<file path="src/hdl/lshf_pkg.sv">
// Shared types, constants and filter coefficients for the luma subpel filter.
`timescale 1ns / 1ps

package lshf_pkg;

   // Geometry: four output columns, eight taps, eleven source pixels per row
   localparam int NUM_LANES  = 4;
   localparam int NUM_TAPS   = 8;
   localparam int NUM_PIX    = NUM_LANES + NUM_TAPS - 1;
   localparam int TAP_IDX_W  = $clog2(NUM_TAPS);

   // Data widths
   localparam int PIX_W      = 8;
   localparam int COEF_W     = 8;
   localparam int PROD_W     = 15;
   localparam int SAMPLE_W   = 16;
   localparam int PHASE_W    = 2;

   // Register port
   localparam int CSR_ADDR_W = 3;
   localparam int CSR_DATA_W = 32;
   localparam int CSR_IDX_LSB = 2;
   localparam logic CSR_IDX_PHASE = 1'b0;

   // Phase codes
   localparam logic [PHASE_W-1:0] PHASE_QUARTER = 2'd1;
   localparam logic [PHASE_W-1:0] PHASE_HALF    = 2'd2;
   localparam logic [PHASE_W-1:0] PHASE_RESET   = PHASE_QUARTER;

   typedef logic [PIX_W-1:0]           pix_type;
   typedef logic signed [COEF_W-1:0]   coef_type;
   typedef logic signed [PROD_W-1:0]   prod_type;
   typedef logic signed [SAMPLE_W-1:0] sample_type;

   // Pipeline control from the top level to the lanes and the output stage
   typedef struct packed {
      logic load_products;
      logic load_result;
   } pipe_ctrl_type;

   // Filter taps, tap 0 applies to the leftmost pixel of the window
   localparam coef_type COEF_QUARTER [NUM_TAPS] = '{
      -8'sd1, 8'sd4, -8'sd10, 8'sd58, 8'sd17, -8'sd5, 8'sd1, 8'sd0
   };
   localparam coef_type COEF_HALF [NUM_TAPS] = '{
      -8'sd1, 8'sd4, -8'sd11, 8'sd40, 8'sd40, -8'sd11, 8'sd4, -8'sd1
   };
   localparam coef_type COEF_THREE_Q [NUM_TAPS] = '{
      8'sd0, 8'sd1, -8'sd5, 8'sd17, 8'sd58, -8'sd10, 8'sd4, -8'sd1
   };

   // Coefficient lookup; phase zero aliases the three-quarter filter
   function automatic coef_type tap_coef(input logic [PHASE_W-1:0] phase,
                                         input logic [TAP_IDX_W-1:0] tap);
      coef_type coef;
      unique case (phase)
         PHASE_QUARTER: coef = COEF_QUARTER[tap];
         PHASE_HALF:    coef = COEF_HALF[tap];
         default:       coef = COEF_THREE_Q[tap];
      endcase
      return coef;
   endfunction

endpackage

</file>
<file path="src/hdl/lshf_req_if.sv">
// Input channel: one row of source pixels plus the last-row mark.
`timescale 1ns / 1ps

interface lshf_req_if;
   logic              valid;
   logic              ready;
   lshf_pkg::pix_type pix_m3;
   lshf_pkg::pix_type pix_m2;
   lshf_pkg::pix_type pix_m1;
   lshf_pkg::pix_type pix_0;
   lshf_pkg::pix_type pix_1;
   lshf_pkg::pix_type pix_2;
   lshf_pkg::pix_type pix_3;
   lshf_pkg::pix_type pix_4;
   lshf_pkg::pix_type pix_5;
   lshf_pkg::pix_type pix_6;
   lshf_pkg::pix_type pix_7;
   logic              row_last;

   modport source (
      output valid, pix_m3, pix_m2, pix_m1, pix_0, pix_1, pix_2, pix_3,
             pix_4, pix_5, pix_6, pix_7, row_last,
      input  ready
   );
   modport sink (
      input  valid, pix_m3, pix_m2, pix_m1, pix_0, pix_1, pix_2, pix_3,
             pix_4, pix_5, pix_6, pix_7, row_last,
      output ready
   );
endinterface

// Result channel: four filtered samples plus the last-row mark.
interface lshf_rsp_if;
   logic                 valid;
   logic                 ready;
   lshf_pkg::sample_type out_0;
   lshf_pkg::sample_type out_1;
   lshf_pkg::sample_type out_2;
   lshf_pkg::sample_type out_3;
   logic                 row_last_out;

   modport source (
      output valid, out_0, out_1, out_2, out_3, row_last_out,
      input  ready
   );
   modport sink (
      input  valid, out_0, out_1, out_2, out_3, row_last_out,
      output ready
   );
endinterface

</file>
<file path="src/hdl/luma_subpel_horizontal_filter.sv">
// Top level of the luma subpel horizontal filter: register port, lanes, pipeline control.
`timescale 1ns / 1ps

// Usage:
//   req (sink): one row of eleven 8-bit pixels, offsets -3 to +7, plus row_last.
//   rsp (source): four signed 16-bit samples for columns 0..3, plus row_last_out.
//   Both channels transfer when valid and ready are high at a rising clock edge.
//   csr_*: APB-style port; register 0 at byte 0 is phase (1 quarter, 2 half,
//   3 three-quarter; 0 behaves as 3). Write only while the block is idle.
// Path: a row taken on req is registered as tap products, then as sums in the rsp register.
// Throughput: one row per cycle while rsp is ready. Four lanes each multiply eight taps in the
//   first stage and sum them into the output register in the second.
// Reset (synchronous, active high): pipeline emptied, phase set to quarter.
// Stall: a result held on rsp keeps its data; the stage behind it still takes
//   one more row, and req.ready drops only when both stages are full and rsp
//   is not ready.

module luma_subpel_horizontal_filter (
   input  logic                                clock,
   input  logic                                reset,
   lshf_req_if.sink                            req,
   lshf_rsp_if.source                          rsp,
   input  logic                                csr_psel,
   input  logic                                csr_penable,
   input  logic                                csr_pwrite,
   input  logic [lshf_pkg::CSR_ADDR_W-1:0]     csr_paddr,
   input  logic [lshf_pkg::CSR_DATA_W-1:0]     csr_pwdata,
   output logic [lshf_pkg::CSR_DATA_W-1:0]     csr_prdata,
   output logic                                csr_pready
);

   logic [lshf_pkg::PHASE_W-1:0] phase_ff;
   logic [lshf_pkg::PHASE_W-1:0] phase_in;
   logic                         csr_write;
   logic                         s1_valid_ff;
   logic                         s1_valid_in;
   logic                         row_last_ff;
   logic                         take_in;
   logic                         slot_free;
   lshf_pkg::pipe_ctrl_type      ctrl;
   lshf_pkg::pix_type            pix_row  [lshf_pkg::NUM_PIX];
   lshf_pkg::pix_type            lane_pix [lshf_pkg::NUM_LANES][lshf_pkg::NUM_TAPS];
   lshf_pkg::sample_type         lane_sum [lshf_pkg::NUM_LANES];

   // Register port
   assign csr_pready = 1'b1;
   assign csr_write  = csr_psel && csr_penable && csr_pwrite && csr_pready;
   assign csr_prdata = lshf_pkg::CSR_DATA_W'(phase_ff);

   always_comb begin
      phase_in = phase_ff;
      if (csr_write && csr_paddr[lshf_pkg::CSR_IDX_LSB] == lshf_pkg::CSR_IDX_PHASE) begin
         phase_in = csr_pwdata[lshf_pkg::PHASE_W-1:0];
      end
   end

   always_ff @(posedge clock) begin
      if (reset) begin
         phase_ff <= lshf_pkg::PHASE_RESET;
      end else begin
         phase_ff <= phase_in;
      end
   end

   // Pipeline control: product stage moves on when the result slot frees up
   assign req.ready          = !s1_valid_ff || slot_free;
   assign take_in            = req.valid && req.ready;
   assign ctrl.load_products = take_in;
   assign ctrl.load_result   = s1_valid_ff && slot_free;

   always_comb begin
      if (take_in) begin
         s1_valid_in = 1'b1;
      end else if (ctrl.load_result) begin
         s1_valid_in = 1'b0;
      end else begin
         s1_valid_in = s1_valid_ff;
      end
   end

   always_ff @(posedge clock) begin
      if (reset) begin
         s1_valid_ff <= 1'b0;
      end else begin
         s1_valid_ff <= s1_valid_in;
      end
   end

   always_ff @(posedge clock) begin
      if (take_in) begin
         row_last_ff <= req.row_last;
      end
   end

   // Source window, then each lane's eight-pixel slice
   assign pix_row[0]  = req.pix_m3;
   assign pix_row[1]  = req.pix_m2;
   assign pix_row[2]  = req.pix_m1;
   assign pix_row[3]  = req.pix_0;
   assign pix_row[4]  = req.pix_1;
   assign pix_row[5]  = req.pix_2;
   assign pix_row[6]  = req.pix_3;
   assign pix_row[7]  = req.pix_4;
   assign pix_row[8]  = req.pix_5;
   assign pix_row[9]  = req.pix_6;
   assign pix_row[10] = req.pix_7;

   always_comb begin
      for (int c = 0; c < lshf_pkg::NUM_LANES; c++) begin
         for (int t = 0; t < lshf_pkg::NUM_TAPS; t++) begin
            lane_pix[c][t] = pix_row[c + t];
         end
      end
   end

   // Filter lanes, one per output column
   for (genvar c = 0; c < lshf_pkg::NUM_LANES; c++) begin : g_lane
      lshf_lane u_lane (
         .clock (clock),
         .ctrl  (ctrl),
         .phase (phase_ff),
         .pix   (lane_pix[c]),
         .sum   (lane_sum[c])
      );
   end

   // Result register
   lshf_merge u_merge (
      .clock     (clock),
      .reset     (reset),
      .ctrl      (ctrl),
      .lane_sum  (lane_sum),
      .row_last  (row_last_ff),
      .slot_free (slot_free),
      .rsp       (rsp)
   );

`ifndef ASSERT_OFF
   // A row is taken into a full product stage only when that stage drains
   a_no_overwrite: assert property (@(posedge clock) disable iff (reset)
      take_in && s1_valid_ff |-> ctrl.load_result)
      else $error("product stage overwritten");

   // Loading the result register always presents a result next cycle
   a_result_shown: assert property (@(posedge clock) disable iff (reset)
      ctrl.load_result |=> rsp.valid)
      else $error("loaded result not presented");

   // A phase write lands in the phase register
   a_phase_write: assert property (@(posedge clock) disable iff (reset)
      csr_write && csr_paddr[lshf_pkg::CSR_IDX_LSB] == lshf_pkg::CSR_IDX_PHASE
      |=> phase_ff == $past(csr_pwdata[lshf_pkg::PHASE_W-1:0]))
      else $error("phase write lost");
`endif

endmodule

</file>
<file path="src/hdl/lshf_lane.sv">
// One filter lane: eight tap products registered, then summed into one sample.
`timescale 1ns / 1ps

module lshf_lane (
   input  logic                                  clock,
   input  lshf_pkg::pipe_ctrl_type               ctrl,
   input  logic [lshf_pkg::PHASE_W-1:0]          phase,
   input  lshf_pkg::pix_type                     pix [lshf_pkg::NUM_TAPS],
   output lshf_pkg::sample_type                  sum
);

   lshf_pkg::prod_type product_ff [lshf_pkg::NUM_TAPS];
   lshf_pkg::prod_type product_in [lshf_pkg::NUM_TAPS];

   // Tap products: small constant coefficients times unsigned pixels
   always_comb begin
      lshf_pkg::prod_type coef_ext;
      lshf_pkg::prod_type pix_ext;
      for (int t = 0; t < lshf_pkg::NUM_TAPS; t++) begin
         coef_ext      = lshf_pkg::PROD_W'(lshf_pkg::tap_coef(phase,
                                           lshf_pkg::TAP_IDX_W'(t)));
         pix_ext       = lshf_pkg::PROD_W'({1'b0, pix[t]});
         product_in[t] = coef_ext * pix_ext;
      end
   end

   // Product register, loaded on an input transfer
   always_ff @(posedge clock) begin
      if (ctrl.load_products) begin
         product_ff <= product_in;
      end
   end

   // Sum of the registered products; the exact total fits the sample width
   always_comb begin
      sum = '0;
      for (int t = 0; t < lshf_pkg::NUM_TAPS; t++) begin
         sum = sum + lshf_pkg::SAMPLE_W'(product_ff[t]);
      end
   end

endmodule

</file>
<file path="src/hdl/lshf_merge.sv">
// Output stage: gathers the lane sums and the row mark into one result register.
`timescale 1ns / 1ps

module lshf_merge (
   input  logic                    clock,
   input  logic                    reset,
   input  lshf_pkg::pipe_ctrl_type ctrl,
   input  lshf_pkg::sample_type    lane_sum [lshf_pkg::NUM_LANES],
   input  logic                    row_last,
   output logic                    slot_free,
   lshf_rsp_if.source              rsp
);

   logic                 valid_ff;
   logic                 valid_in;
   lshf_pkg::sample_type sample_ff [lshf_pkg::NUM_LANES];
   logic                 row_last_ff;

   // Result slot can take new data when empty or when its transfer completes
   assign slot_free = !valid_ff || rsp.ready;

   always_comb begin
      if (ctrl.load_result) begin
         valid_in = 1'b1;
      end else if (rsp.ready) begin
         valid_in = 1'b0;
      end else begin
         valid_in = valid_ff;
      end
   end

   always_ff @(posedge clock) begin
      if (reset) begin
         valid_ff <= 1'b0;
      end else begin
         valid_ff <= valid_in;
      end
   end

   // Result payload
   always_ff @(posedge clock) begin
      if (ctrl.load_result) begin
         sample_ff   <= lane_sum;
         row_last_ff <= row_last;
      end
   end

   assign rsp.valid        = valid_ff;
   assign rsp.out_0        = sample_ff[0];
   assign rsp.out_1        = sample_ff[1];
   assign rsp.out_2        = sample_ff[2];
   assign rsp.out_3        = sample_ff[3];
   assign rsp.row_last_out = row_last_ff;

endmodule
</file>
<file path="src/flat_wrapper.sv">
// flat-port wrapper written by rule: the top's interface ports become plain ports
module luma_subpel_horizontal_filter_flat 
  (clock, reset, csr_psel, csr_penable, csr_pwrite, csr_paddr, csr_pwdata, csr_prdata, csr_pready, req_valid, req_pix_m3, req_pix_m2, req_pix_m1, req_pix_0, req_pix_1, req_pix_2, req_pix_3, req_pix_4, req_pix_5, req_pix_6, req_pix_7, req_row_last, req_ready, rsp_valid, rsp_out_0, rsp_out_1, rsp_out_2, rsp_out_3, rsp_row_last_out, rsp_ready);
  lshf_req_if req_i ();
  lshf_rsp_if rsp_i ();
  input  logic clock;
  input  logic reset;
  input  logic csr_psel;
  input  logic csr_penable;
  input  logic csr_pwrite;
  input  logic [lshf_pkg::CSR_ADDR_W-1:0] csr_paddr;
  input  logic [lshf_pkg::CSR_DATA_W-1:0] csr_pwdata;
  output logic [lshf_pkg::CSR_DATA_W-1:0] csr_prdata;
  output logic csr_pready;
  input wire logic [$bits(req_i.valid)-1:0] req_valid;
  input wire logic [$bits(req_i.pix_m3)-1:0] req_pix_m3;
  input wire logic [$bits(req_i.pix_m2)-1:0] req_pix_m2;
  input wire logic [$bits(req_i.pix_m1)-1:0] req_pix_m1;
  input wire logic [$bits(req_i.pix_0)-1:0] req_pix_0;
  input wire logic [$bits(req_i.pix_1)-1:0] req_pix_1;
  input wire logic [$bits(req_i.pix_2)-1:0] req_pix_2;
  input wire logic [$bits(req_i.pix_3)-1:0] req_pix_3;
  input wire logic [$bits(req_i.pix_4)-1:0] req_pix_4;
  input wire logic [$bits(req_i.pix_5)-1:0] req_pix_5;
  input wire logic [$bits(req_i.pix_6)-1:0] req_pix_6;
  input wire logic [$bits(req_i.pix_7)-1:0] req_pix_7;
  input wire logic [$bits(req_i.row_last)-1:0] req_row_last;
  output wire logic [$bits(req_i.ready)-1:0] req_ready;
  output wire logic [$bits(rsp_i.valid)-1:0] rsp_valid;
  output wire logic [$bits(rsp_i.out_0)-1:0] rsp_out_0;
  output wire logic [$bits(rsp_i.out_1)-1:0] rsp_out_1;
  output wire logic [$bits(rsp_i.out_2)-1:0] rsp_out_2;
  output wire logic [$bits(rsp_i.out_3)-1:0] rsp_out_3;
  output wire logic [$bits(rsp_i.row_last_out)-1:0] rsp_row_last_out;
  input wire logic [$bits(rsp_i.ready)-1:0] rsp_ready;
  assign req_i.valid = req_valid;
  assign req_i.pix_m3 = req_pix_m3;
  assign req_i.pix_m2 = req_pix_m2;
  assign req_i.pix_m1 = req_pix_m1;
  assign req_i.pix_0 = req_pix_0;
  assign req_i.pix_1 = req_pix_1;
  assign req_i.pix_2 = req_pix_2;
  assign req_i.pix_3 = req_pix_3;
  assign req_i.pix_4 = req_pix_4;
  assign req_i.pix_5 = req_pix_5;
  assign req_i.pix_6 = req_pix_6;
  assign req_i.pix_7 = req_pix_7;
  assign req_i.row_last = req_row_last;
  assign req_ready = req_i.ready;
  assign rsp_valid = rsp_i.valid;
  assign rsp_out_0 = rsp_i.out_0;
  assign rsp_out_1 = rsp_i.out_1;
  assign rsp_out_2 = rsp_i.out_2;
  assign rsp_out_3 = rsp_i.out_3;
  assign rsp_row_last_out = rsp_i.row_last_out;
  assign rsp_i.ready = rsp_ready;
  luma_subpel_horizontal_filter u_core (.clock(clock), .reset(reset), .req(req_i), .rsp(rsp_i), .csr_psel(csr_psel), .csr_penable(csr_penable), .csr_pwrite(csr_pwrite), .csr_paddr(csr_paddr), .csr_pwdata(csr_pwdata), .csr_prdata(csr_prdata), .csr_pready(csr_pready));
endmodule
</file>
<file path="config.mk">
export PLATFORM = sky130hd
export DESIGN_NAME = luma_subpel_horizontal_filter_flat
export DESIGN_NICKNAME = d
export VERILOG_FILES = /design/src/hdl/lshf_pkg.sv /design/src/hdl/lshf_req_if.sv /design/src/hdl/luma_subpel_horizontal_filter.sv /design/src/hdl/lshf_lane.sv /design/src/hdl/lshf_merge.sv /design/src/flat_wrapper.sv
export SDC_FILE = /design/constraint.sdc
export NUM_CORES = 2
export LEC_CHECK = 0
export ABC_AREA = 1
export BUFFER_PORTS_ARGS = -buffer_cell sky130_fd_sc_hd__buf_2
export CAP_MARGIN = 0
export CORE_UTILIZATION = 28
export DETAILED_ROUTE_END_ITERATION = 7
export PLACE_DENSITY = 0.45
export SETUP_SLACK_MARGIN = 0.15
export SYNTH_ARGS = -nofsm -noshare
export SYNTH_HDL_FRONTEND = slang
export SYNTH_SLANG_ARGS = --single-unit
</file>
<file path="constraint.sdc">
create_clock -name clock -period 19.8 [get_ports clock]
set_input_delay 1.98 -clock clock [delete_from_list [all_inputs] [get_ports clock]]
set_output_delay 1.98 -clock clock [all_outputs]
set_load 0.1 [all_outputs]
</file>
==> impl_metrics.ini <==
[sta]
finalSetupViolCount = 0
whs_ns = 0.416
fmax_mhz = 161
period_share_pct = 31.4
rsz0062_at_grt = false
max-slew-margin-rel_pct = 28.9
tightest_slew_ns = 1.06
finalHoldViolCount = 0
setup_tns_ns = 0
fin_worst_skew_ns = 0.0443
min_period_ns = 6.22
report.final.slew_viol_count = 0

[drt]
firstDrtPassIters = 5
routed_via_density = 4.28
wl_um = 193000
ant_nets = 0
dr.first_iter.drc_count = 2535
drc = 0
wl_per_cell_um = 17.8
vias = 46400

[die]
die_w_um = 489
die_y_um = 489
ioPinCount = 231
coreArea_mm2 = 0.235
start_util_pct = 28.2
rows = 178
die_area_mm2 = 0.239

[flow_run]
maxCapViolCount = 0

[logic_synthesis]
synth_top_area_share_pct = 25.2
ys_types = 40
ys.flop_type = edfxtp_1
syn-cell-area_mm2 = 0.0664
yosys_register_bits = 512
yosys_warnings = 0
yosys-top-cells-area = fa_1 25%, edfxtp_1 23%, ha_1 18%
yosys.area.top_type = fa_1
ys_async_sr_fraction_pct = 0
syn_area_per_cell_um2 = 9.03
synth_edf_count = 508
yosysSeqAreaShare_pct = 23.1
syn_inst = 7348

[critical_path]
end_kind = register
critPathRequiredTime_ns = 20.11
crit_buf_inv = 7
path_cells = inv_1 > ha_4 > buf_4 > buf_4 > nor2_1 > ha_1 > inv_1 > fa_1 > inv_1 > fa_1 > inv_1 > fa_1 > inv_1 > ha_1 > nand2_1 > nor2_1 > nand2_1 > nand2_1 > nand2_1 > nand3_1 > nand2_1
critPathKind = register to register
reg2reg_slack_ns = 13.59
path_delay_family = adder cells
cp_max_fo = 46
startpoint_type = register
cpMaxStageDelayCell = buf_4
slowest_delay_ns = 0.66
worstPathArrival_ns = 6.53

[clocking]
htreeDepth = 3
cts_resized = 0
cts_made_buffers = 71
clk_latency_ns = 0.70
postCtsHoldBufs = 0
post_cts_buffers = 0
cts-root-buf = clkbuf_16
clock_path_buffers = 3
cts.clk_slew.worst_paths_ns = 0.07
clock-sinks = 512
tritoncts = yes

[global_routing]
grt_max_degree = 100
grt_pass1_vias = 47700
grt_first_pass_wirelength_um = 292000
overflow = 0
grt_usage_pct = 16.4
antenna_found_initial = 52

[final_layout]
finalNetCount = 9564
area_growth_pct = 11.2
drive_gt1_share_pct = 4.68

[outcome]
status = completed

[placed_design]
gp_congestion = 0.912
port_buffers = 167
dp_hpwl_um = 168000

[min_path]
hold_path_class = register to register
[Yosys cell counts, types with 2 or more instances]
cell type,n
inv_2,6
nand2b_1,2
nor2_2,15
o21bai_1,50
a31oi_1,34
o21a_1,6
xnor2_1,98
or2_1,7
buf_4,36
nor2_4,8
nand3_1,229
inv_1,2199
buf_2,28
o21ai_2,3
buf_6,2
nand3b_1,21
nand2_1,1065
fa_1,834
a21o_1,39
nor3_1,29
clkbuf_1,3
or2_2,9
xor2_1,191
dfxtp_1,4
a21oi_1,274
edfxtp_1,508
o21ai_0,114
nand4_1,66
and2_1,2
conb_1,2
a211oi_1,3
nor2_1,476
ha_1,969
buf_1,6
o22ai_1,5
[layout make-up]
cell class                 count  area (µm²)
antenna                       15        37.5
clock inverter                52         676
timing repair buffer         195        1050
tap                         3150        3940
inverter                    2205        8280
multi-input combinational   4645       42700
fill                       24900      162000
sequential                   512       15300
clock buffer                  79        1850
[logic make-up (layout without fill, tap and decap cells)]
family / count (synthesis) / count (layout) / share of synthesized area (%)
xor gates and xnor gates: 289 / 289 / 3.81
adders and majority gates: 1803 / 1803 / 43.4
AOI/OAI and AO/OA: 533 / 533 / 4.50
DFF: 512 / 512 / 23.1
buffers and inverters: 2280 / 2531 / 13.2
other: 2 / 106 / 0.0113
and+or+nand+nor: 1929 / 1929 / 12.0
[registers in the layout, indices dropped and copies added (netlist names)]
| signal | flops |
|---|---|
| u_core.u_merge.rsp.valid | 1 |
| u_core.row_last_ff | 1 |
| u_core.u_merge.rsp.out_3 | 16 |
| u_core.g_lane.u_lane.product_ff | 442 |
| u_core.u_merge.rsp.out_2 | 16 |
| u_core.u_merge.rsp.out_0 | 16 |
| u_core.s1_valid_ff | 1 |
| u_core.phase_ff | 2 |
| u_core.u_merge.rsp.out_1 | 16 |
| u_core.u_merge.rsp.row_last_out | 1 |
[metrics by stage]
stage,instance area [µm²],setup WS [ns],utilization [%],cells
2_1_floorplan,66700,7.55,-,7437
3_3_place_gp,71300,12.87,30.3,10700
3_5_place_dp,71300,12.87,30.3,10700
4_1_cts,73800,13.61,31.4,10800
5_1_grt,73800,13.25,31.4,10800
6_report,73800,13.59,31.4,10900
[per-layer routing]
metal / part of all wire [%] / GRT usage, % / up-vias
met5: 0.11 / 0 / -
met4: 2.6 / 4.79 / 34
met3: 4.1 / 2.24 / 212
met2: 46 / 26.8 / 709
met1: 47 / 22.5 / 22600
li1: - / - / 22900
[layout by cell type (no fill, tap or decap), types with 7 or more instances in the layout]
master	instances
a21o_1	39
or2_1	7
clkinvlp_4	10
nor2_4	8
buf_2	167
or2_2	9
ha_1	966
xnor2_1	98
bufinv_16	12
clkinv_2	11
conb_1	91
a21oi_1	273
nor2_2	15
diode_2	15
clkbuf_16	73
a31oi_1	34
nor2_1	476
edfxtp_1	508
nand4_1	66
o21bai_1	50
nand2_1	1065
fa_1	834
inv_1	2198
nand3b_1	21
nor3_1	29
buf_4	28
xor2_1	191
nand3_1	229
o21ai_0	114
[worst paths after layout]
check                     start                                      to  cells past startpoint
max          u_core.phase_ff[1]  u_core.g_lane[1].u_lane.product_ff[59]                     21
min reg2reg  u_core.row_last_ff         u_core.u_merge.rsp.row_last_out                      0
min          u_core.row_last_ff         u_core.u_merge.rsp.row_last_out                      0
max reg2reg  u_core.phase_ff[1]  u_core.g_lane[1].u_lane.product_ff[59]                     21
Power is left out: the tool's default activity adds up to more than one toggle a clock period on the data nets, which glitch-free logic cannot reach.
